===== src/go_to_goal_velocity_command_unit_macros.svh =====
// Assertion macros for the go-to-goal velocity command unit.
// Used by the top level only; expects signals clk and rst in scope.
`ifndef GO_TO_GOAL_VELOCITY_COMMAND_UNIT_MACROS_SVH
`define GO_TO_GOAL_VELOCITY_COMMAND_UNIT_MACROS_SVH

// A condition that must hold at every clock edge outside reset.
`define GTG_ASSERT_ALWAYS(label, cond, msg) \
  label: assert property (@(posedge clk) disable iff (rst) (cond)) else $error(msg);

// An implication checked in the same cycle.
`define GTG_ASSERT_IMPLY(label, ante, cons, msg) \
  label: assert property (@(posedge clk) disable iff (rst) (ante) |-> (cons)) else $error(msg);

`endif


===== src/gtg_pkg.sv =====
// Shared types, constants and tables of the go-to-goal velocity command unit.
// No dependencies; every file of the block but the macro header imports it.
package gtg_pkg;

  localparam int CORDIC_STAGES   = 16;
  localparam int ANGLE_FRAC_BITS = 13;

  localparam int ACC_FRAC   = 30;
  localparam int GUARD_BITS = 8;
  localparam int MAX_TABLE  = 24;
  localparam int STAGE_W    = 5;

  // Datapath widths: x/y carry the offset with guard bits plus CORDIC growth,
  // z carries the angle with 30 fraction bits plus the pre-rotation by pi.
  localparam int DW = 33;
  localparam int XW = DW + GUARD_BITS + 3;
  localparam int ZW = 35;

  localparam int ASHIFT = ACC_FRAC - ANGLE_FRAC_BITS;
  localparam int BW     = ZW - ASHIFT + 1;
  localparam int EW     = BW + 2;

  localparam longint PI_Q30 = 64'sd3373259426;
  localparam longint PI_A   = (PI_Q30 + (64'sd1 <<< (ASHIFT - 1))) >>> ASHIFT;

  localparam int MAG_W = 21 + GUARD_BITS;
  localparam int INVK_W = 30;
  localparam longint unsigned INVK_LIMIT_Q30 = 64'd652032875;
  localparam longint unsigned INVK_CORR_Q30  = 64'd434688583;
  localparam logic [INVK_W-1:0] INVK =
    INVK_W'(INVK_LIMIT_Q30 + (INVK_CORR_Q30 >> (2 * CORDIC_STAGES)));
  localparam int PW = MAG_W + INVK_W;
  localparam int DIST_SHIFT = ACC_FRAC + GUARD_BITS;
  localparam int DIST_W = PW - DIST_SHIFT;

  // Cycles from an accepted start to the result strobe.
  localparam int LATENCY = CORDIC_STAGES + 5;

  localparam logic signed [ZW-1:0] ATAN_Q30 [MAX_TABLE] = '{
    35'sd843314857, 35'sd497837829, 35'sd263043837, 35'sd133525159,
    35'sd67021687,  35'sd33543516,  35'sd16775851,  35'sd8388437,
    35'sd4194283,   35'sd2097149,   35'sd1048576,   35'sd524288,
    35'sd262144,    35'sd131072,    35'sd65536,     35'sd32768,
    35'sd16384,     35'sd8192,      35'sd4096,      35'sd2048,
    35'sd1024,      35'sd512,       35'sd256,       35'sd128
  };

  typedef enum logic [2:0] {
    REG_GOAL_X     = 3'd0,
    REG_GOAL_Y     = 3'd1,
    REG_ARRIVE_RAD = 3'd2,
    REG_MAX_LIN    = 3'd3,
    REG_MAX_TURN   = 3'd4
  } cfg_reg_t;

  typedef struct packed {
    logic signed [31:0] pos_x;
    logic signed [31:0] pos_y;
    logic signed [15:0] heading;
  } sample_t;

  typedef struct packed {
    logic        [16:0] lin_cmd;
    logic signed [15:0] ang_cmd;
    logic               arrived;
  } command_t;

  typedef struct packed {
    logic signed [31:0] goal_x_pos;
    logic signed [31:0] goal_y_pos;
    logic        [16:0] arrive_radius;
    logic        [16:0] max_linear_speed;
    logic        [14:0] max_turn_rate;
  } cfg_t;

  // One beat travelling down the CORDIC chain.
  typedef struct packed {
    logic                 valid;
    logic                 zero;
    logic signed [15:0]   heading;
    logic signed [XW-1:0] x;
    logic signed [XW-1:0] y;
    logic signed [ZW-1:0] z;
  } cordic_t;

endpackage


===== src/gtg_cordic_cell.sv =====
// One vectoring micro-rotation of the CORDIC chain, registered.
// Depends on gtg_pkg for the beat type and the arctangent table.
module gtg_cordic_cell (
  input  logic                          clk,
  input  logic                          rst,
  input  logic [gtg_pkg::STAGE_W-1:0]   stage,
  input  gtg_pkg::cordic_t              cin,
  output gtg_pkg::cordic_t              cout
);
  import gtg_pkg::*;

  logic signed [XW-1:0] xv;
  logic signed [XW-1:0] yv;
  logic signed [XW-1:0] xs;
  logic signed [XW-1:0] ys;
  cordic_t              cell_next;

  assign xv = cin.x;
  assign yv = cin.y;
  assign xs = xv >>> stage;
  assign ys = yv >>> stage;

  // Rotate toward the x axis; the sign of y picks the direction.
  always_comb begin
    cell_next = cin;
    if (!yv[XW-1]) begin
      cell_next.x = xv + ys;
      cell_next.y = yv - xs;
      cell_next.z = cin.z + ATAN_Q30[stage];
    end else begin
      cell_next.x = xv - ys;
      cell_next.y = yv + xs;
      cell_next.z = cin.z - ATAN_Q30[stage];
    end
  end

  always_ff @(posedge clk) begin
    if (rst) begin
      cout <= '0;
    end else begin
      cout <= cell_next;
    end
  end

endmodule


===== config.mk =====
export PLATFORM = sky130hd
export DESIGN_NAME = gtg_cordic_cell
export DESIGN_NICKNAME = d
export VERILOG_FILES = /design/src/go_to_goal_velocity_command_unit_macros.svh /design/src/gtg_pkg.sv /design/src/gtg_cordic_cell.sv
export SDC_FILE = /design/constraint.sdc
export NUM_CORES = 1
export LEC_CHECK = 0
export BUFFER_PORTS_ARGS = -buffer_cell sky130_fd_sc_hd__buf_4
export CORE_MARGIN = 2
export CORE_UTILIZATION = 38
export DETAILED_ROUTE_END_ITERATION = 7
export PLACE_DENSITY = 0.61
export SKIP_CTS_REPAIR_TIMING = 1
export SLEW_MARGIN = 20
export SYNTH_ARGS = -nofsm -noshare
export SYNTH_HDL_FRONTEND = slang
export SYNTH_SLANG_ARGS = --single-unit

===== constraint.sdc =====
create_clock -name clk -period 8.7 [get_ports clk]
set_input_delay 2.61 -clock clk [delete_from_list [all_inputs] [get_ports clk]]
set_output_delay 2.61 -clock clk [all_outputs]
set_load 0.005 [all_outputs]

==> results.ini <==
[run_status]
outcome = completed

[cells_and_area]
final_cell_area_um2 = 25500
biggestRegsByFlops = cout: 141 flops
nets = 3267
regMostFlops = cout
fin_util = 0.497
syn_to_final_growth_pct = 29.0
drive_gt1_frac = 0.290
final.fill_count = 4982
diodes = 0
largest_reg_flops = 141

[clocking]
cts_root_buffer = clkbuf_16
cts-buffers-inserted = 17
cts.htree.levels = 4
cts_tree = yes
clk_path_buf_depth = 2
cts_sinks = 141
path_clk_slew_ns = 0.07

[hold_path]
min-delay-path-class = in -> reg

[logic_synthesis]
dominantRegCellSynth = dfxtp_1
syn-num-nets = 2745
synthTopCellsByCount = nor2_1, a21oi_1, nand2_1
synth_area_leaders = dfxtp_1, mux4_2, ha_1
yosysMostFrequentCell = nor2_1
async_reset_ff_frac = 0
synth_edf_count = 0
synthesis.instances = 2453
avgSynthCellArea_um2 = 8.05
yosysWarnings = 0
post_synth_num_cell_types = 92
synth_seq_cells = 141
seq_area_frac_synth = 0.143
synth_top_cell_by_area = dfxtp_1
syn_area_um2 = 19700
synth_top_area_share = 0.143

[timing]
report.final.hold_viol_count = 0
worst_pin_slew_ns = 0.858
drv_slew = 0
fmax_mhz = 121
post-route-min-period_ns = 8.29
grt_setup_unrepaired = false
holdWs_ns = 2.32
setup_viol = 0
slew_headroom = 0.427
period_share = 0.952

[global_route]
grt_pass1_vias = 21706
antenna_found_initial = 1
grt_max_degree = 79
grt_overflow = 0
grtUsageTotal = 0.320
grt_pass1_wl_um = 131000

[detailed_routing]
wl_per_cell_um = 23.8
wl_um = 87300
first_iter_violations = 1926
ant_nets = 0
post_drt_via_cell_ratio = 6.08
post-route-drc-count = 0
num_vias = 22308
first_pass_iters = 7

[floorplanning]
dieArea_um2 = 53800
die_y_um = 232
rows = 83
initial_core_util = 0.385
ios = 289
die_w_um = 232
fp.coreArea_um2 = 51300

[pwr]
peakVddDrop_v = 0.000138
finalPower_mw = 4.07
p_leak_nw = 11.4
powerDensity_nw_per_um2 = 160

[setup_path]
cp_max_fo = 17
crit_required_ns = 9.10
end_kind = flip-flop
worstPathArrival_ns = 8.68
critPathLaunchType = input pin
crit_type = in -> reg

[placement]
port_buffers = 288
dpl_cell_area_um2 = 24900
gp_congestion = 1.01
hpwl_um = 70400

[job]
max_cap_viol_count = 0

==> cell type report <==
| class | instances | area (um^2) | share of cell area |
|---|---|---|---|
| well taps | 680 | 851 | 0.0334 |
| clock buffers | 18 | 439 | 0.0172 |
| clock inverters | 14 | 146 | 0.00575 |
| flip-flops and latches | 141 | 2820 | 0.111 |
| repair buffers | 648 | 4960 | 0.195 |
| multi-input cells | 2109 | 16000 | 0.630 |
| inverters | 58 | 218 | 0.00855 |
==> cell families (layout without fill, tap and decap cells) <==
| logic type | count (synthesis) | after routing | share of synthesized area |
|---|---|---|---|
| compound gates | 730 | 730 | 0.246 |
| mux | 258 | 258 | 0.196 |
| fa+ha+maj | 144 | 144 | 0.0924 |
| buf+inv | 203 | 738 | 0.0455 |
| flops | 141 | 141 | 0.143 |
| simple gates | 799 | 799 | 0.199 |
| xor+xnor | 178 | 178 | 0.0790 |
==> worst max-delay path, cell delays in order <==
cell and delay, ns:
buf_6 0.20, buf_4 0.18, mux2_1 0.34, mux4_2 0.54, a221oi_4 0.34, o2111ai_1 0.20
or4b_4 0.64, nor2_1 0.19, buf_4 0.17, nor2_1 0.05, xnor2_1 0.24, ha_1 0.32
nand4_1 0.15, nor2_1 0.07, o31ai_1 0.30, nand4_1 0.24, a2111oi_2 0.44, buf_4 0.18
nor3_1 0.04, a211oi_1 0.23, buf_4 0.16, o31ai_1 0.15, a221oi_1 0.34, mux2_2 0.37
==> power by group <==
group / internal, mW / switching (mW) / total [mW]
clock network: 0.411 / 0.354 / 0.765
logic: 1.15 / 1.31 / 2.47
registers: 0.793 / 0.0444 / 0.838
==> stage by stage <==
| step | cells | TNS [ns] | worst slack [ns] |
|---|---|---|---|
| after floorplan | 2453 | 0 | 0.385 |
| after global placement | 3636 | -0.270 | -0.171 |
| after detailed placement | 3636 | -0.227 | -0.172 |
| after CTS | 3668 | 0 | 0.319 |
| after global routing | 3668 | 0 | 0.0545 |
| final | 3668 | 0 | 0.414 |
==> metal layers <==
metal  global-route usage  routed length [um]  part of all wire  up-vias
li1                     -                   -                 -    10313
met1                0.413               36800              0.42    10764
met2                0.516               39900              0.46     1031
met3               0.0582                6230             0.071      200
met4                0.155                4350             0.050        0
met5                    0                   0                 0        -
==> final timing paths <==
path	endpoint	from	cells past startpoint
max	cout[75]	stage[2]	24
min	cout[135]	cin[135]	2
==> cells in the final DEF (no fill, tap or decap), types with 16 or more instances in the layout <==
cell type | Yosys | layout
a211oi_1 | 32 | 31
a21o_1 | 73 | 73
a21oi_1 | 185 | 185
a22oi_1 | 20 | 20
a31oi_1 | 37 | 37
and2_1 | 32 | 32
and3_1 | 32 | 32
buf_4 | 14 | 639
clkbuf_16 | 0 | 17
dfxtp_1 | 141 | 141
ha_1 | 141 | 141
inv_1 | 56 | 55
mux2_2 | 52 | 52
mux2i_1 | 101 | 99
mux4_2 | 96 | 96
nand2_1 | 156 | 156
nand2b_1 | 30 | 30
nand3_1 | 51 | 51
nand4_1 | 31 | 31
nor2_1 | 275 | 275
nor2b_1 | 50 | 50
nor3_1 | 59 | 59
o211ai_1 | 28 | 28
o21a_1 | 21 | 21
o21ai_0 | 117 | 117
o22ai_1 | 37 | 37
o31ai_1 | 19 | 19
or3_1 | 16 | 16
xnor2_1 | 89 | 89
xor2_1 | 89 | 89
(Power assumes the default switching activity.)
