$ cat config.mk
export PLATFORM = sky130hd
export DESIGN_NAME = gtg_post
export DESIGN_NICKNAME = d
export VERILOG_FILES = /design/src/go_to_goal_velocity_command_unit_macros.svh /design/src/gtg_pkg.sv /design/src/gtg_post.sv
export SDC_FILE = /design/constraint.sdc
export NUM_CORES = 1
export LEC_CHECK = 0
export ABC_AREA = 1
export BUFFER_PORTS_ARGS = -buffer_cell sky130_fd_sc_hd__buf_4
export CAP_MARGIN = 5
export CORE_MARGIN = 1
export CORE_UTILIZATION = 66
export CTS_CLUSTER_SIZE = 24
export DETAILED_ROUTE_END_ITERATION = 16
export PLACE_DENSITY = 0.95
export SYNTH_ARGS = -nofsm -noshare
export SYNTH_HDL_FRONTEND = slang
export SYNTH_SLANG_ARGS = --single-unit
$ cat constraint.sdc
create_clock -name clk -period 11.4 [get_ports clk]
set_input_delay 1.14 -clock clk [delete_from_list [all_inputs] [get_ports clk]]
set_output_delay 1.14 -clock clk [all_outputs]
set_load 0.01 [all_outputs]
$ cat src/go_to_goal_velocity_command_unit_macros.svh
// Assertion macros for the go-to-goal velocity command unit.
// Used by the top level only; expects signals clk and rst in scope.
`ifndef GO_TO_GOAL_VELOCITY_COMMAND_UNIT_MACROS_SVH
`define GO_TO_GOAL_VELOCITY_COMMAND_UNIT_MACROS_SVH

// A condition that must hold at every clock edge outside reset.
`define GTG_ASSERT_ALWAYS(label, cond, msg) \
  label: assert property (@(posedge clk) disable iff (rst) (cond)) else $error(msg);

// An implication checked in the same cycle.
`define GTG_ASSERT_IMPLY(label, ante, cons, msg) \
  label: assert property (@(posedge clk) disable iff (rst) (ante) |-> (cons)) else $error(msg);

`endif

$ cat src/gtg_pkg.sv
// Shared types, constants and tables of the go-to-goal velocity command unit.
// No dependencies; every file of the block but the macro header imports it.
package gtg_pkg;

  localparam int CORDIC_STAGES   = 16;
  localparam int ANGLE_FRAC_BITS = 13;

  localparam int ACC_FRAC   = 30;
  localparam int GUARD_BITS = 8;
  localparam int MAX_TABLE  = 24;
  localparam int STAGE_W    = 5;

  // Datapath widths: x/y carry the offset with guard bits plus CORDIC growth,
  // z carries the angle with 30 fraction bits plus the pre-rotation by pi.
  localparam int DW = 33;
  localparam int XW = DW + GUARD_BITS + 3;
  localparam int ZW = 35;

  localparam int ASHIFT = ACC_FRAC - ANGLE_FRAC_BITS;
  localparam int BW     = ZW - ASHIFT + 1;
  localparam int EW     = BW + 2;

  localparam longint PI_Q30 = 64'sd3373259426;
  localparam longint PI_A   = (PI_Q30 + (64'sd1 <<< (ASHIFT - 1))) >>> ASHIFT;

  localparam int MAG_W = 21 + GUARD_BITS;
  localparam int INVK_W = 30;
  localparam longint unsigned INVK_LIMIT_Q30 = 64'd652032875;
  localparam longint unsigned INVK_CORR_Q30  = 64'd434688583;
  localparam logic [INVK_W-1:0] INVK =
    INVK_W'(INVK_LIMIT_Q30 + (INVK_CORR_Q30 >> (2 * CORDIC_STAGES)));
  localparam int PW = MAG_W + INVK_W;
  localparam int DIST_SHIFT = ACC_FRAC + GUARD_BITS;
  localparam int DIST_W = PW - DIST_SHIFT;

  // Cycles from an accepted start to the result strobe.
  localparam int LATENCY = CORDIC_STAGES + 5;

  localparam logic signed [ZW-1:0] ATAN_Q30 [MAX_TABLE] = '{
    35'sd843314857, 35'sd497837829, 35'sd263043837, 35'sd133525159,
    35'sd67021687,  35'sd33543516,  35'sd16775851,  35'sd8388437,
    35'sd4194283,   35'sd2097149,   35'sd1048576,   35'sd524288,
    35'sd262144,    35'sd131072,    35'sd65536,     35'sd32768,
    35'sd16384,     35'sd8192,      35'sd4096,      35'sd2048,
    35'sd1024,      35'sd512,       35'sd256,       35'sd128
  };

  typedef enum logic [2:0] {
    REG_GOAL_X     = 3'd0,
    REG_GOAL_Y     = 3'd1,
    REG_ARRIVE_RAD = 3'd2,
    REG_MAX_LIN    = 3'd3,
    REG_MAX_TURN   = 3'd4
  } cfg_reg_t;

  typedef struct packed {
    logic signed [31:0] pos_x;
    logic signed [31:0] pos_y;
    logic signed [15:0] heading;
  } sample_t;

  typedef struct packed {
    logic        [16:0] lin_cmd;
    logic signed [15:0] ang_cmd;
    logic               arrived;
  } command_t;

  typedef struct packed {
    logic signed [31:0] goal_x_pos;
    logic signed [31:0] goal_y_pos;
    logic        [16:0] arrive_radius;
    logic        [16:0] max_linear_speed;
    logic        [14:0] max_turn_rate;
  } cfg_t;

  // One beat travelling down the CORDIC chain.
  typedef struct packed {
    logic                 valid;
    logic                 zero;
    logic signed [15:0]   heading;
    logic signed [XW-1:0] x;
    logic signed [XW-1:0] y;
    logic signed [ZW-1:0] z;
  } cordic_t;

endpackage

$ cat src/gtg_post.sv
// Back end: bearing rounding, gain correction, angle wrap and limits.
// Depends on gtg_pkg.
module gtg_post (
  input  logic              clk,
  input  logic              rst,
  input  gtg_pkg::cordic_t  cin,
  input  gtg_pkg::cfg_t     cfg,
  output logic              done,
  output gtg_pkg::command_t result
);
  import gtg_pkg::*;

  // Stage A: bearing and saturated magnitude.
  logic                    va;
  logic signed [BW-1:0]    bearing;
  logic signed [15:0]      hda;
  logic        [MAG_W-1:0] mag;
  logic signed [ZW-1:0]    zr;
  logic        [MAG_W-1:0] mag_next;

  // Stage B: product and wrapped angle error.
  logic                    vb;
  logic        [PW-1:0]    prod;
  logic signed [EW-1:0]    errw;
  logic signed [EW-1:0]    err0;
  logic signed [EW-1:0]    err1;
  logic signed [EW-1:0]    err2;

  // Stage C: rounding, arrival test and limits.
  logic        [DIST_W-1:0] distance;
  logic signed [EW-1:0]     mt;
  logic signed [EW-1:0]     ang;
  command_t                 result_next;

  assign zr = cin.z + ZW'(64'sd1 <<< (ASHIFT - 1));

  always_comb begin
    if (cin.x[XW-1]) begin
      mag_next = '0;
    end else if (cin.x > XW'(64'sd1 <<< (MAG_W - 1))) begin
      mag_next = MAG_W'(64'd1 << (MAG_W - 1));
    end else begin
      mag_next = cin.x[MAG_W-1:0];
    end
  end

  always_ff @(posedge clk) begin
    bearing <= cin.zero ? '0 : BW'(zr >>> ASHIFT);
    hda     <= cin.heading;
    mag     <= mag_next;
    if (rst) begin
      va <= 1'b0;
    end else begin
      va <= cin.valid;
    end
  end

  // Two correction steps cover every heading code and every bearing.
  always_comb begin
    err0 = EW'(bearing) - EW'(hda);
    if (err0 > EW'(PI_A)) begin
      err1 = err0 - EW'(2 * PI_A);
    end else if (err0 < -EW'(PI_A)) begin
      err1 = err0 + EW'(2 * PI_A);
    end else begin
      err1 = err0;
    end
    if (err1 > EW'(PI_A)) begin
      err2 = err1 - EW'(2 * PI_A);
    end else if (err1 < -EW'(PI_A)) begin
      err2 = err1 + EW'(2 * PI_A);
    end else begin
      err2 = err1;
    end
  end

  always_ff @(posedge clk) begin
    prod <= PW'(mag) * PW'(INVK);
    errw <= err2;
    if (rst) begin
      vb <= 1'b0;
    end else begin
      vb <= va;
    end
  end

  assign distance = prod[PW-1:DIST_SHIFT] + DIST_W'(prod[DIST_SHIFT-1]);
  assign mt       = EW'({1'b0, cfg.max_turn_rate});

  always_comb begin
    if (errw > mt) begin
      ang = mt;
    end else if (errw < -mt) begin
      ang = -mt;
    end else begin
      ang = errw;
    end
    if (distance < DIST_W'(cfg.arrive_radius)) begin
      result_next.lin_cmd = '0;
      result_next.ang_cmd = '0;
      result_next.arrived = 1'b1;
    end else begin
      result_next.lin_cmd = (distance > DIST_W'(cfg.max_linear_speed)) ?
                            cfg.max_linear_speed : distance[16:0];
      result_next.ang_cmd = ang[15:0];
      result_next.arrived = 1'b0;
    end
  end

  always_ff @(posedge clk) begin
    result <= result_next;
    if (rst) begin
      done <= 1'b0;
    end else begin
      done <= vb;
    end
  end

endmodule

==> results.py <==
metrics = {
    "floorplan": {
        "rows": 72,
        "die_height_um": 200.4,
        "ios": 291,
        "die_w_um": 200.4,
        "core_area_um2": 38740,
        "die_area_um2": 40160,
        "start_util": 0.6707,
    },
    "sta": {
        "finalSetupViolations": 0,
        "hold_violations": 0,
        "clock.fmax_mhz": 126.7,
        "slew_headroom": 0.2367,
        "fin_crit_sh": 0.6926,
        "slew_violations": 0,
        "finalCriticalPeriod_ps": 7896,
        "rsz0062_at_grt": "false",
        "tightest_slew_ps": 1142,
        "setup_tns_ps": 0,
        "clock-skew-final_ps": 12.89,
    },
    "final_layout": {
        "num_antenna_cells": 0,
        "drive_gt1_frac": 0.08705,
        "instances_no_fill": 3861,
        "post-route-cell-area_um2": 28370,
        "area_growth_pct": 9.189,
        "nets": 4391,
    },
    "routing": {
        "vias_per_cell": 5.594,
        "firstDrtPassIters": 6,
        "drc_errors": 0,
        "vias": 21600,
        "ant_nets": 0,
        "avgRoutedWirePerCell_um": 18.24,
        "wl_mm": 70.41,
        "drtIter0Drc": 1661,
    },
    "status": {
        "status": "finished clean",
    },
    "worst_setup_path": {
        "critPathMaxFanout": 8,
        "max_stage_delay_ps": 670,
        "arrival_ps": 8240,
        "criticalPathCategory": "reg2reg",
        "required_ps": 11750,
        "cp_slowest_cell": "fa_1",
        "crit_path_start_kind": "flop",
        "path_common_cell": "fa_1",
        "cp-end-kind": "flop",
    },
    "synth": {
        "yosys.area_share.simple": 0.1674,
        "synth_edf_count": 0,
        "yosys.area.top_type": "fa_1",
        "synth_top_family_by_area": "adder cells",
        "synth_fa_ha_area_frac": 0.5036,
        "ys_top_cells_by_count": "inv_1, nand2_1, ha_1",
        "synth.most_common_cell": "inv_1",
        "synth.top_cell.area_share": 0.3090,
        "synth_area_leaders": "fa_1, ha_1, inv_1",
        "ys_seq_area_frac": 0.1102,
        "ys_async_sr_fraction": 0,
        "ys_warn_count": 0,
        "synthDistinctLibCells": 58,
        "synth-seq-cells": 143,
        "synthCells": 3171,
        "syn-num-nets": 4232,
        "yosys-mux-area-fraction": 0,
        "synth_compound_area_frac": 0.07402,
        "synthFlopType": "dfxtp_1",
        "synth_xor_area_frac": 0.02124,
        "syn_area_um2": 25980,
        "synth.avg_cell_area_um2": 8.193,
    },
    "clocking": {
        "cts_tree": "done",
        "cts.sinks": 143,
        "post_cts_buffers": 0,
        "cts-hold-fix-buffers": 0,
        "cts_max_path_buffers": 2,
        "clkTransAtPathRegs_ps": 80,
        "insertion_delay_ps": 470,
        "cts-root-buf": "clkbuf_16",
        "htreeDepth": 4,
        "cts_resized": 0,
        "numCtsBuffers": 17,
    },
    "power": {
        "irDropWorstVdd_mv": 0.2856,
        "p_total_uw": 6188,
        "leakage_uw": 0.01584,
        "powerDensity_nw_per_um2": 218.1,
    },
    "placement": {
        "place_area_um2": 27710,
        "port_buffers": 166,
        "dp_hpwl_mm": 60.04,
        "place_inst": 3829,
        "gp_congestion": 1.017,
    },
    "global_routing": {
        "antenna_found_initial": 2,
        "grt_overflow": 0,
        "grt_max_degree": 34,
        "grt_pass1_vias": 21880,
        "grt_usage": 0.3626,
        "grt_pass1_wl_mm": 112.7,
    },
    "min_path": {
        "hp-class": "reg2reg",
    },
    "job": {
        "max_cap_violations": 0,
    },
}
==> where the power goes <==
part	internal, uW	switching [uW]	leakage, uW	total (uW)
clock	377	276	0.000316	653
combinational	1820	2970	0.0143	4790
sequential	654	94.3	0.00120	748
total	2850	3340	0.0158	6190
==> registers in the layout, summed over array words and instances (netlist names) <==
register  flops
bearing      18
done          1
errw         21
hda          16
mag          29
prod         22
result       34
va            1
vb            1
==> routing by layer <==
| metal | wire, um | up-vias | track usage |
|---|---|---|---|
| met2 | 32320 | 1020 | 0.5683 |
| li1 | - | 10190 | - |
| met3 | 6236 | 209 | 0.09551 |
| met5 | 28 | - | 0 |
| met4 | 3507 | 4 | 0.1832 |
| met1 | 28320 | 10180 | 0.4647 |
==> final timing paths <==
check | end | slack [ps] | start | cells past startpoint
worst min register to register | done | 420 | vb | 2
worst max register to register | prod[58] | 3500 | mag[18] | 25
worst min-delay path | done | 420 | vb | 2
worst max-delay path | prod[58] | 3500 | mag[18] | 25
==> stage by stage <==
stage	setup slack, ps	utilization	hold slack (ps)
floorplan	4724	-	388.3
global placement	3748	0.7154	391.2
detailed placement	3635	0.7154	411.3
CTS	3592	0.7323	420.6
global route	3067	0.7323	439.0
finish	3504	0.7323	419.0
==> cells in the final DEF, fill, tap and decap left out, types with 107 or more instances in the layout <==
cell type	synthesis	final
inv_1	797	797
ha_1	404	404
nor2_1	189	189
dfxtp_1	143	143
a21oi_1	149	149
o21ai_0	107	107
fa_1	401	401
nand3_1	140	140
nand2_1	488	488
buf_4	4	166
==> area by class of cell <==
class                   count  area (um2)
flip-flops and latches    143        2863
clock inverters            14       224.0
fillers                  2851       10370
inverters                 811        3052
multi-input cells        2191       19910
repair buffers            166        1246
well taps                 518       648.1
clock buffers              18       429.2
==> cell families after synthesis <==
logic type	after synthesis
buffers and inverters	837
DFF	143
xor gates and xnor gates	63
AOI/OAI and AO/OA	339
and+or+nand+nor	984
adders and majority gates	805
==> worst max-delay path: cells and delay by family, from the launching register on <==
| family | cells | cell delay (ps) |
|---|---|---|
| AND/OR/NAND/NOR | 6 | 960 |
| AO/OA/AOI/OAI | 5 | 1130 |
| buffers and inverters | 4 | 500 |
| adder cells (fa/ha/maj) | 9 | 4390 |
| XOR/XNOR | 1 | 160 |
| flip-flops | 1 | 650 |
Note: power is estimated with default switching activity, not from simulation.
