## config.mk

```make
export PLATFORM = sky130hd
export DESIGN_NAME = gtg_prep
export DESIGN_NICKNAME = d
export VERILOG_FILES = /design/src/go_to_goal_velocity_command_unit_macros.svh /design/src/gtg_pkg.sv /design/src/gtg_prep.sv
export SDC_FILE = /design/constraint.sdc
export NUM_CORES = 1
export LEC_CHECK = 0
export ABC_CLOCK_PERIOD_IN_PS = 5800
export BUFFER_PORTS_ARGS = -buffer_cell sky130_fd_sc_hd__buf_2
export CORE_ASPECT_RATIO = 0.8
export CORE_MARGIN = 10
export CORE_UTILIZATION = 51
export DETAILED_ROUTE_END_ITERATION = 12
export PLACE_DENSITY = 0.84
export SYNTH_ARGS = -nofsm -noshare
export SYNTH_HDL_FRONTEND = slang
export SYNTH_SLANG_ARGS = --single-unit
```

## constraint.sdc

```tcl
create_clock -name clk -period 5.8 [get_ports clk]
set_input_delay 1.74 -clock clk [delete_from_list [all_inputs] [get_ports clk]]
set_output_delay 1.74 -clock clk [all_outputs]
set_load 0.01 [all_outputs]
```

## src/go_to_goal_velocity_command_unit_macros.svh

```systemverilog
// Assertion macros for the go-to-goal velocity command unit.
// Used by the top level only; expects signals clk and rst in scope.
`ifndef GO_TO_GOAL_VELOCITY_COMMAND_UNIT_MACROS_SVH
`define GO_TO_GOAL_VELOCITY_COMMAND_UNIT_MACROS_SVH

// A condition that must hold at every clock edge outside reset.
`define GTG_ASSERT_ALWAYS(label, cond, msg) \
  label: assert property (@(posedge clk) disable iff (rst) (cond)) else $error(msg);

// An implication checked in the same cycle.
`define GTG_ASSERT_IMPLY(label, ante, cons, msg) \
  label: assert property (@(posedge clk) disable iff (rst) (ante) |-> (cons)) else $error(msg);

`endif

```

## src/gtg_pkg.sv

```systemverilog
// Shared types, constants and tables of the go-to-goal velocity command unit.
// No dependencies; every file of the block but the macro header imports it.
package gtg_pkg;

  localparam int CORDIC_STAGES   = 16;
  localparam int ANGLE_FRAC_BITS = 13;

  localparam int ACC_FRAC   = 30;
  localparam int GUARD_BITS = 8;
  localparam int MAX_TABLE  = 24;
  localparam int STAGE_W    = 5;

  // Datapath widths: x/y carry the offset with guard bits plus CORDIC growth,
  // z carries the angle with 30 fraction bits plus the pre-rotation by pi.
  localparam int DW = 33;
  localparam int XW = DW + GUARD_BITS + 3;
  localparam int ZW = 35;

  localparam int ASHIFT = ACC_FRAC - ANGLE_FRAC_BITS;
  localparam int BW     = ZW - ASHIFT + 1;
  localparam int EW     = BW + 2;

  localparam longint PI_Q30 = 64'sd3373259426;
  localparam longint PI_A   = (PI_Q30 + (64'sd1 <<< (ASHIFT - 1))) >>> ASHIFT;

  localparam int MAG_W = 21 + GUARD_BITS;
  localparam int INVK_W = 30;
  localparam longint unsigned INVK_LIMIT_Q30 = 64'd652032875;
  localparam longint unsigned INVK_CORR_Q30  = 64'd434688583;
  localparam logic [INVK_W-1:0] INVK =
    INVK_W'(INVK_LIMIT_Q30 + (INVK_CORR_Q30 >> (2 * CORDIC_STAGES)));
  localparam int PW = MAG_W + INVK_W;
  localparam int DIST_SHIFT = ACC_FRAC + GUARD_BITS;
  localparam int DIST_W = PW - DIST_SHIFT;

  // Cycles from an accepted start to the result strobe.
  localparam int LATENCY = CORDIC_STAGES + 5;

  localparam logic signed [ZW-1:0] ATAN_Q30 [MAX_TABLE] = '{
    35'sd843314857, 35'sd497837829, 35'sd263043837, 35'sd133525159,
    35'sd67021687,  35'sd33543516,  35'sd16775851,  35'sd8388437,
    35'sd4194283,   35'sd2097149,   35'sd1048576,   35'sd524288,
    35'sd262144,    35'sd131072,    35'sd65536,     35'sd32768,
    35'sd16384,     35'sd8192,      35'sd4096,      35'sd2048,
    35'sd1024,      35'sd512,       35'sd256,       35'sd128
  };

  typedef enum logic [2:0] {
    REG_GOAL_X     = 3'd0,
    REG_GOAL_Y     = 3'd1,
    REG_ARRIVE_RAD = 3'd2,
    REG_MAX_LIN    = 3'd3,
    REG_MAX_TURN   = 3'd4
  } cfg_reg_t;

  typedef struct packed {
    logic signed [31:0] pos_x;
    logic signed [31:0] pos_y;
    logic signed [15:0] heading;
  } sample_t;

  typedef struct packed {
    logic        [16:0] lin_cmd;
    logic signed [15:0] ang_cmd;
    logic               arrived;
  } command_t;

  typedef struct packed {
    logic signed [31:0] goal_x_pos;
    logic signed [31:0] goal_y_pos;
    logic        [16:0] arrive_radius;
    logic        [16:0] max_linear_speed;
    logic        [14:0] max_turn_rate;
  } cfg_t;

  // One beat travelling down the CORDIC chain.
  typedef struct packed {
    logic                 valid;
    logic                 zero;
    logic signed [15:0]   heading;
    logic signed [XW-1:0] x;
    logic signed [XW-1:0] y;
    logic signed [ZW-1:0] z;
  } cordic_t;

endpackage

```

## src/gtg_prep.sv

```systemverilog
// Entry stages: goal offset and the pre-rotation into the right half plane.
// Depends on gtg_pkg.
module gtg_prep (
  input  logic             clk,
  input  logic             rst,
  input  logic             accept,
  input  gtg_pkg::sample_t sample,
  input  gtg_pkg::cfg_t    cfg,
  output gtg_pkg::cordic_t cout
);
  import gtg_pkg::*;

  logic                 v0;
  logic                 zero0;
  logic signed [15:0]   hd0;
  logic signed [DW-1:0] dx;
  logic signed [DW-1:0] dy;
  logic signed [DW-1:0] dx_next;
  logic signed [DW-1:0] dy_next;
  logic signed [XW-1:0] x0;
  logic signed [XW-1:0] y0;
  cordic_t              rot;

  assign dx_next = DW'(cfg.goal_x_pos) - DW'(sample.pos_x);
  assign dy_next = DW'(cfg.goal_y_pos) - DW'(sample.pos_y);

  always_ff @(posedge clk) begin
    dx    <= dx_next;
    dy    <= dy_next;
    hd0   <= sample.heading;
    zero0 <= (dx_next == '0) && (dy_next == '0);
    if (rst) begin
      v0 <= 1'b0;
    end else begin
      v0 <= accept;
    end
  end

  assign x0 = {{(XW-DW-GUARD_BITS){dx[DW-1]}}, dx, {GUARD_BITS{1'b0}}};
  assign y0 = {{(XW-DW-GUARD_BITS){dy[DW-1]}}, dy, {GUARD_BITS{1'b0}}};

  // A vector in the left half plane is turned by pi before the iterations.
  always_comb begin
    rot.valid   = v0;
    rot.zero    = zero0;
    rot.heading = hd0;
    if (x0[XW-1]) begin
      rot.x = -x0;
      rot.y = -y0;
      rot.z = y0[XW-1] ? -ZW'(PI_Q30) : ZW'(PI_Q30);
    end else begin
      rot.x = x0;
      rot.y = y0;
      rot.z = '0;
    end
  end

  always_ff @(posedge clk) begin
    if (rst) begin
      cout <= '0;
    end else begin
      cout <= rot;
    end
  end

endmodule

```

==> results by group, run 1 <==
Outcome
  – Status: finished clean

GRT
  – Initial antenna violation count: 1
  – First-pass GRT wire length: 41700 um
  – GR Overflow Total: 0
  – GRT Total Usage: 0.214
  – Vias in the first global route: 8227
  – Largest net degree at the start of global routing: 67

CTS
  – Post-CTS Setup Inserts: 0
  – # hold bufs at CTS: 0
  – CTS Sinks: 177
  – Resize count post-CTS: 0
  – CTS root buf: clkbuf_16
  – CTS tree: yes
  – Max clock buf depth: 2
  – H-tree levels: 4
  – Cts bufs inserted: 17
  – Clk_lat worst skew: 0.43 ns
  – CTS clock-pin slew for the worst setup and hold paths: 0.07 ns

Pwr
  – VDD IR max: 0.246 mV
  – Pwr Total: 0.00375 W
  – P per Cell Area: 331 mW/mm2
  – Static leakage: 5.49 nW

Synthesis
  – Post-synth top flop: dfxtp_1
  – Syn Area/Cell: 8.60 um2
  – Post-synth EDFFs: 0
  – Yosys cell types: 67
  – Synth Warn #: 0
  – Mapped cell area: 0.00942 mm2
  – Yosys reg bits: 177
  – Leading area contributor after synthesis: dfxtp_1
  – Post-Synthesis Cells: 1096
  – Sequential-to-total area share from yosys stat: 0.376
  – Synth top area cells: dfxtp_1 (38%), ha_1 (8.8%), xor2_1 (7.8%)
  – Most common cell in the netlist: dfxtp_1
  – Async SR Flop Fraction: 0
  – Synth cell count leaders: dfxtp_1 (177), nor2_1 (112), inv_1 (86)
  – Top-area cell type share of the netlist area: 0.376

Worst setup path
  – Setup CP Type: primary input to flop
  – Critical Path RT: 6.14 ns
  – Critical path endpoint category: flop
  – Worst EP arrival: 5.47 ns
  – Setup crit start kind: primary input
  – Crit path max fanout: 5

Floorplanning
  – Die Ht: 142 um
  – Core Box Area: 0.0182 mm2
  – Row count: 44
  – Initial cell density of the core: 0.519
  – Die area: 0.0243 mm2
  – IO Pins: 337
  – Die W: 172 um

Run
  – Max-cap violations: 0

Routing
  – Post-route ant nets: 0
  – Wire length per cell after detailed routing: 17.3 um
  – Vias per inst: 5.34
  – Drt total wl: 27200 um
  – Drt pass-1 iters: 5
  – Drt initial violations: 539
  – DRC: 0
  – Via count: 8399

STA
  – # setup viols final: 0
  – Relative slew slack: 0.197
  – Final WS setup: 0.675 ns
  – Total Negative Setup Slacks: 0 ns
  – Max Slew Vio Count: 0
  – RSZ-0062 raised after global routing: false
  – Period utilization: 0.884
  – Worst Tran Pin Value: 1.21 ns
  – Worst clock skew: 0.0122 ns
  – Maximum clock rate: 195 MHz
  – Final min period: 5.12 ns
  – Endpoints failing hold: 0

Placement
  – Detailed Place HPWL: 22800 um
  – Pre-CTS setup slack: 0.149 ns
  – Post-DP Area: 0.0107 mm2
  – Routability cong.: 1.00
  – Port Buffer Count: 270

Final layout
  – Finished layout cell area: 0.0113 mm2
  – Area Growth Syn to Fin: 20.1%
  – Fraction of layout cells with a size suffix above 1: 0.245
  – Final core occ: 0.623
  – Nets: 1595
  – FILL cells: 1588
  – Antenna cell count: 0

Hold path
  – Hold Path Class: flop to flop
[power by group]
| group | total (W) | internal (W) | switching, W |
|---|---|---|---|
| Combinational | 0.00101 | 0.000408 | 0.000597 |
| Clock | 0.00115 | 0.000622 | 0.000531 |
| Sequential | 0.00159 | 0.00143 | 0.000158 |
| Total | 0.00375 | 0.00246 | 0.00129 |
[registers in the layout (all words and copies together) (netlist names)]
signal  count
cout       93
dx         33
dy         33
hd0        16
v0          1
zero0       1
[through the flow]
step / instances / hold WS, ns
2_1_floorplan: 1115 / 0.414
3_3_place_gp: 1542 / 0.418
3_5_place_dp: 1542 / 0.424
4_1_cts: 1574 / 0.439
5_1_grt: 1574 / 0.451
6_report: 1574 / 0.437
[placed cells by master (no fill, tap or decap), drive strengths merged, types with 7 or more instances in the layout]
cell,n
buf,275
dfxtp,177
nor2,112
inv,94
xor2,84
nand2,73
ha,66
o21ai,63
a21oi,57
nor2b,34
xnor2,31
or3,22
conb,20
o31ai,19
clkbuf,17
nand4,16
nand3,14
a31oi,13
a21o,12
nor4,11
or4,11
o211ai,10
nor3,10
nand2b,10
o41ai,9
a211oi,7
[layer usage]
layer  GRT usage  wire (um)  vias up
li1            -          -     4180
met5           0          0        -
met4      0.0688        573        0
met2       0.335      11900      356
met3      0.0646       2570       42
met1       0.274      12200     3821
[worst paths after layout]
kind | start | endpoint | slack, ns | depth (start not counted)
worst max-delay path | sample[16] | zero0 | 0.68 | 15
worst min-delay path | hd0[11] | cout[134] | 0.44 | 1
worst max register to register | dy[5] | cout[72] | 2.29 | 11
worst min register to register | hd0[11] | cout[134] | 0.44 | 1
[cells by family after synthesis]
logic type / share of synthesized area
and+or+nand+nor: 0.185
muxes: 0.00212
AOI/OAI and AO/OA: 0.153
DFF: 0.376
other: 0.000398
adders and majority gates: 0.0919
buffers and inverters: 0.0850
xor gates and xnor gates: 0.107
[layout make-up]
type | instances | area (um2) | area share
Clock buffer | 17 | 425 | 0.0376
Clock inverter | 15 | 191 | 0.0169
Timing Repair Buffer | 275 | 1390 | 0.123
Inverter | 87 | 327 | 0.0289
Tap cell | 230 | 288 | 0.0254
Multi-Input combinational cell | 773 | 5150 | 0.455
Sequential cell | 177 | 3540 | 0.313
[critical path: stages]
cell	delay, ns
buf_2	0.10
ha_1	0.21
fa_1	0.42
nor2b_1	0.15
o211ai_1	0.16
a311oi_1	0.42
o211ai_1	0.21
a21oi_1	0.29
a31oi_1	0.25
xnor2_1	0.23
nor4_1	0.42
buf_4	0.18
nor4b_1	0.25
nand4_1	0.17
nor4bb_1	0.26
Power figures use the tool's default switching activity.
==> run 2, diff against run 1 <==
--- a/config.mk
+++ b/config.mk
@@ -7,7 +7,7 @@
 export LEC_CHECK = 0
 export ABC_CLOCK_PERIOD_IN_PS = 5800
 export BUFFER_PORTS_ARGS = -buffer_cell sky130_fd_sc_hd__buf_2
-export CORE_ASPECT_RATIO = 0.8
+export CORE_ASPECT_RATIO = 1.1
 export CORE_MARGIN = 10
 export CORE_UTILIZATION = 51
 export DETAILED_ROUTE_END_ITERATION = 12
==> run 2 against run 1 <==
Net effect: via count decreased by 0.49%; clock power increased by 3%; largest cell class unchanged; sequential share of layout area decreased by 0.15 points; utilization decreased by 0.098 points; critical path type unchanged; clock skew decreased by 0.0014 ns; design area increased by 0.48%; cell count increased by 1.0%; global-route usage decreased by 1.2 points; combinational power about the same; count of clock-buffer cells in the layout unchanged; flip-flop and latch count unchanged.
==> results by group, run 2 (synthesis results as in run 1) <==
STA
  – RSZ-0062 raised after global routing: false
  – Max Slew Vio Count: 0 (unchanged)
  – Maximum clock rate: 195 MHz (about the same)
  – # setup viols final: 0 (unchanged)
  – Total Negative Setup Slacks: 0 ns (unchanged)
  – Worst clock skew: 0.0108 ns (-0.00141 ns)
  – Relative slew slack: 0.211 (+0.0145)
  – Period utilization: 0.883 (about the same)
  – Endpoints failing hold: 0 (unchanged)
  – Worst hold slack: 0.439 ns (+0.00235 ns)
  – Worst Tran Pin Value: 1.18 ns (-0.0218 ns)
  – Final min period: 5.12 ns (-0.00506 ns)

CTS
  – # hold bufs at CTS: 0 (unchanged)
  – CTS Sinks: 177 (unchanged)
  – CTS tree: yes
  – Resize count post-CTS: 0 (unchanged)
  – Cts bufs inserted: 17 (unchanged)
  – H-tree levels: 4 (unchanged)
  – Post-CTS Setup Inserts: 0 (unchanged)
  – CTS clock-pin slew for the worst setup and hold paths: 0.08 ns (about the same)
  – CTS root buf: clkbuf_16
  – Max clock buf depth: 2 (unchanged)
  – Clk_lat worst skew: 0.43 ns (about the same)

Floorplanning
  – Die Ht: 163 um (+15%)
  – Core Box Area: 0.0183 mm2 (+0.63%)
  – Die W: 150 um (-13%)
  – Row count: 52 (+18%)
  – Die area: 0.0243 mm2 (-0.11%)
  – IO Pins: 337 (unchanged)
  – Initial cell density of the core: 0.515 (-0.00327)

Final layout
  – Antenna cell count: 0 (unchanged)
  – Registers with the most flip-flops: cout: 93 flops, dx: 33 flops, dy: 33 flops
  – Final core occ: 0.622 (-0.000979)
  – Most flop-heavy register: cout
  – Nets: 1598 (+0.19%)
  – Max reg flops: 93 (unchanged)
  – Non-Filler Instances: 1590 (+1.0%)
  – Fraction of layout cells with a size suffix above 1: 0.246 (+0.00168)
  – Commonest non-fill, non-tap cells in the layout: buf_2 (270), dfxtp_1 (176), nor2_1 (112), inv_1 (86), xor2_1 (84)
  – Most common cell after layout, fill and taps aside: buf_2
  – Area Growth Syn to Fin: 20.6%

Worst setup path
  – Crit path max-delay family: simple AND/OR/NAND/NOR gates
  – WP buf/inv: 1 (-1)
  – Worst EP arrival: 5.47 ns (about the same)
  – Slowest CP cell: o311ai_1
  – Reg2Reg Launch Point: dy[3]
  – Critical Path, Cell by Cell: buf_2 > ha_1 > fa_1 > nand2b_1 > a21oi_1 > o21ai_1 > o311ai_1 > a221o_1 > xor2_1 > or4_1 > nor4_1 > nor4b_1 > nand4_1 > nor4bb_1
  – Critical path endpoint category: flop
  – Crit path max fanout: 3 (-2)
  – Crit path launch: sample[48]
  – FF-to-FF setup slack: 2.35 ns (+0.06 ns)
  – Setup crit start kind: primary input
  – Critical Path RT: 6.15 ns (about the same)
  – Setup CP Type: primary input to flop
  – Crit path largest cell delay: 0.56 ns (+0.14 ns)

Routing
  – Drt initial violations: 503 (-6.7%)
  – Post-route ant nets: 0 (unchanged)
  – Via count: 8358 (-0.49%)
  – Drt pass-1 iters: 6 (+1)
  – Vias per inst: 5.26 (-1.5%)
  – DRC: 0 (unchanged)
  – Wire length per cell after detailed routing: 16.1 um (-7.2%)
  – Drt total wl: 25500 um (-6.2%)

GRT
  – Largest net degree at the start of global routing: 67 (unchanged)
  – Vias in the first global route: 8150 (-0.94%)
  – GR Overflow Total: 0 (unchanged)
  – First-pass GRT wire length: 39700 um (-4.6%)
  – GRT Total Usage: 0.201 (-0.0122)
  – Initial antenna violation count: 0 (-1)

Placement
  – Detailed Place HPWL: 21000 um (-7.8%)
  – Placed insts: 1558 (+1.0%)
  – Routability cong.: 0.922 (-8.0%)
  – Port Buffer Count: 270 (unchanged)

Run
  – Max-cap violations: 0 (unchanged)

Hold path
  – Hold Path Class: flop to flop
  – Hold path start: zero0

Outcome
  – Status: finished clean

Pwr
  – P per Cell Area: 330 mW/mm2 (-0.35%)
  – Static leakage: 5.51 nW (+0.40%)
  – VDD IR max: 0.199 mV (-19%)
  – Pwr Total: 0.00375 W (+0.12%)
-- run 2: cell count changes in the layout (fill, tap and decap cells not counted) --
cell        change
buf_4           +3
clkinv_4        -2
clkinvlp_4      -1
bufinv_16       -1
inv_8           -1
clkinv_8        -1
inv_12          +6
-- run 2: metal layers --
metal | vias to the layer above | global-route usage | routed length (um)
met5 | - | 0 | 0
met4 | 0 | 0.0920 | 774
met3 | 57 | 0.0511 | 1980
met2 | 298 | 0.355 | 12700
met1 | 3818 | 0.221 | 10100
li1 | 4185 | - | -
-- run 2: power by group --
group / total (W) / switching (W) / internal [W] / leakage [nW]
combinational: 0.000980 / 0.000569 / 0.000410 / 3.73
clock: 0.00119 / 0.000586 / 0.000606 / 0.306
sequential: 0.00158 / 0.000151 / 0.00143 / 1.48
-- run 2: final cells by class --
type | count | area (um2)
clock buffer | 17 | 425
clock inverter | 15 | 206
fill | 1566 | 6910
inverter | 87 | 327
multi-input combinational | 773 | 5150
sequential | 177 | 3540
tap | 243 | 304
timing repair buffer | 278 | 1410
-- run 2: stage by stage --
stage / cell area [um2] / setup slack, ns
floorplan: 9500 / 1.08
global route: 11400 / 0.421
detailed placement: 10700 / 0.218
global placement: 10700 / 0.331
finish: 11400 / 0.680
CTS: 11400 / 0.668
-- run 2: final timing paths --
check	cells past startpoint	endpoint
max	14	zero0
min	1	cout[139]
max reg2reg	10	cout[71]
min reg2reg	1	cout[139]
==> run 3, diff against run 2 <==
--- a/config.mk
+++ b/config.mk
@@ -5,9 +5,7 @@
 export SDC_FILE = /design/constraint.sdc
 export NUM_CORES = 1
 export LEC_CHECK = 0
-export ABC_CLOCK_PERIOD_IN_PS = 5800
 export BUFFER_PORTS_ARGS = -buffer_cell sky130_fd_sc_hd__buf_2
-export CORE_ASPECT_RATIO = 1.1
 export CORE_MARGIN = 10
 export CORE_UTILIZATION = 51
 export DETAILED_ROUTE_END_ITERATION = 12
==> run 3 against run 2 <==
Net effect: first-iteration DRC count is 16% higher; critical path depth up 2; flip-flop and latch count did not move; worst setup slack worse by 0.12 ns; worst hold slack got worse by 0.0014 ns; die area is essentially flat; largest cell class unchanged; largest power group unchanged; highest routed layer unchanged.
==> results by group, run 3 (synthesis results as in run 1) <==
Pwr
  – Static leakage: 5.49 nW (-0.51%)
  – Sw Pwr: 0.00128 W (-1.7%)
  – Logic pwr share: 0.269 (+0.008)
  – Switching share of total power: 0.347 (-0.00133)
  – Part of the power in the clock network: 0.301 (-0.017)
  – Pint: 0.00242 W (-1.2%)
  – P per Cell Area: 328 mW/mm2 (-0.71%)
  – Flop pwr share: 0.430 (+0.008)
  – VDD IR max: 0.190 mV (-4.5%)

Placement
  – Detailed Place HPWL: 22200 um (+5.5%)
  – Pre-CTS setup slack: 0.131 ns (-0.0872 ns)
  – Routability cong.: 0.959 (+4.0%)
  – Placed insts: 1542 (-1.0%)
  – Port Buffer Count: 270 (unchanged)

Outcome
  – Status: finished clean

Floorplanning
  – Core Box Area: 0.0181 mm2 (-1.1%)
  – Die Ht: 156 um (-4.1%)
  – Die area: 0.0243 mm2 (about the same)
  – Initial cell density of the core: 0.521 (+0.00560)
  – Die W: 156 um (+4.2%)
  – IO Pins: 337 (unchanged)
  – Row count: 49 (-5.8%)

Worst setup path
  – Setup crit start kind: primary input
  – Setup CP Type: primary input to flop
  – Crit path top cell by count: buf_4
  – Slowest CP cell: or4_1
  – Worst EP arrival: 5.59 ns (+0.12 ns)
  – Critical Path RT: 6.14 ns (about the same)
  – Crit path largest cell delay: 0.43 ns (-0.13 ns)
  – Critical Path, Cell by Cell: buf_2 > ha_1 > fa_1 > nand2b_1 > a21oi_1 > o21ai_1 > o311ai_1 > buf_4 > a221o_1 > xor2_1 > or4_1 > nor4_1 > buf_4 > nor4b_1 > nand4_1 > nor4bb_1
  – Critical path endpoint category: flop
  – Crit path max fanout: 4 (+1)

GRT
  – Initial antenna violation count: 0 (unchanged)
  – First-pass GRT wire length: 41100 um (+3.4%)
  – GRT Total Usage: 0.210 (+0.00814)
  – Largest net degree at the start of global routing: 67 (unchanged)
  – GR Overflow Total: 0 (unchanged)
  – Vias in the first global route: 8047 (-1.3%)

Final layout
  – Non-Filler Instances: 1574 (-1.0%)
  – Most flop-heavy register: cout
  – Nets: 1596 (-0.13%)
  – Final core occ: 0.625 (+0.00267)
  – Registers with the most flip-flops: cout: 93 flops, dx: 33 flops, dy: 33 flops
  – Commonest non-fill, non-tap cells in the layout: buf_2 (270), dfxtp_1 (176), nor2_1 (112), inv_1 (86), xor2_1 (84)
  – Most common cell after layout, fill and taps aside: buf_2
  – Fraction of layout cells with a size suffix above 1: 0.245 (-0.00112)
  – Max reg flops: 93 (unchanged)
  – Area Growth Syn to Fin: 19.9%
  – Antenna cell count: 0 (unchanged)
  – FILL cells: 1547 (-1.2%)

CTS
  – Resize count post-CTS: 0 (unchanged)
  – CTS tree: yes
  – Clk_lat worst skew: 0.44 ns (about the same)
  – CTS clock-pin slew for the worst setup and hold paths: 0.08 ns (about the same)
  – Post-CTS Setup Inserts: 0 (unchanged)
  – CTS Sinks: 177 (unchanged)
  – CTS root buf: clkbuf_16
  – H-tree levels: 4 (unchanged)
  – Max clock buf depth: 2 (unchanged)
  – Cts bufs inserted: 17 (unchanged)
  – # hold bufs at CTS: 0 (unchanged)

STA
  – Maximum clock rate: 191 MHz (-2.4%)
  – # setup viols final: 0 (unchanged)
  – Final min period: 5.24 ns (+0.125 ns)
  – Period utilization: 0.904 (+0.0215)
  – Final WS setup: 0.555 ns (-0.125 ns)
  – RSZ-0062 raised after global routing: false
  – Worst hold slack: 0.438 ns (-0.00139 ns)
  – Relative slew slack: 0.239 (+0.0283)
  – Worst Tran Pin Value: 1.14 ns (-0.0424 ns)
  – Total Negative Setup Slacks: 0 ns (unchanged)
  – Endpoints failing hold: 0 (unchanged)
  – Max Slew Vio Count: 0 (unchanged)
  – Worst clock skew: 0.00896 ns (-0.00181 ns)

Routing
  – Wire length per cell after detailed routing: 17.0 um (+5.8%)
  – DRC: 0 (unchanged)
  – Drt total wl: 26700 um (+4.8%)
  – Vias per inst: 5.33 (+1.5%)
  – Drt initial violations: 581 (+16%)
  – Via count: 8397 (+0.47%)
  – Post-route ant nets: 0 (unchanged)
  – Drt pass-1 iters: 6 (unchanged)

Run
  – Max-cap violations: 0 (unchanged)

Hold path
  – Hold Path Class: flop to flop
[run 3: cell count changes in the layout (fill, tap and decap cells not counted)]
| cell | delta |
|---|---|
| clkinv_4 | +3 |
| inv_8 | +2 |
| clkinvlp_4 | +1 |
| inv_12 | -6 |
| buf_4 | -2 |
[run 3: cell type report]
class                   instances  area, um2  share of cell area
clock buffers                  17        425              0.0377
repair buffers                276       1400               0.124
flip-flops and latches        177       3540               0.314
inverters                      87        327              0.0289
multi-input cells             773       5150               0.456
well taps                     229        287              0.0254
clock inverters                15        165              0.0146
[run 3: metrics by stage]
step                power, W  cell area (um2)
finish               0.00370            11300
global route         0.00390            11300
CTS                  0.00372            11300
detailed placement   0.00260            10700
global placement     0.00258            10700
floorplan            0.00223             9500
[run 3: path summary, 6_finish.rpt]
kind              startpoint   endpoint  slack (ns)  depth (start not counted)
setup / recovery  sample[48]      zero0        0.56                         16
hold / removal        hd0[0]  cout[123]        0.44                          1
setup reg to reg       dy[5]   cout[71]        2.30                         10
hold reg to reg       hd0[0]  cout[123]        0.44                          1
[run 3: per-layer routing]
metal	global-route usage	routed length [um]	up-vias
li1	-	-	4166
met1	0.260	11600	3831
met2	0.349	12400	356
met3	0.0458	2190	44
met4	0.0782	588	0
met5	0	0	-
[run 3: worst max-delay path: cells and delay by family]
| kind | cells | cell delay [ns] |
|---|---|---|
| AOI/OAI and AO/OA | 4 | 0.80 |
| xor gates and xnor gates | 1 | 0.17 |
| adders and majority gates | 2 | 0.63 |
| buffers and inverters | 3 | 0.50 |
| and+or+nand+nor | 6 | 1.74 |
[run 3: power groups by stage]
stage	Sequential (W)	Clock, W	Combinational, W
after floorplan	0.00162	0	0.000605
after detailed placement	0.00161	0	0.000990
after global routing	0.00162	0.00118	0.00110
after global placement	0.00160	0	0.000981
after CTS	0.00159	0.00114	0.000996
final	0.00159	0.00111	0.000998
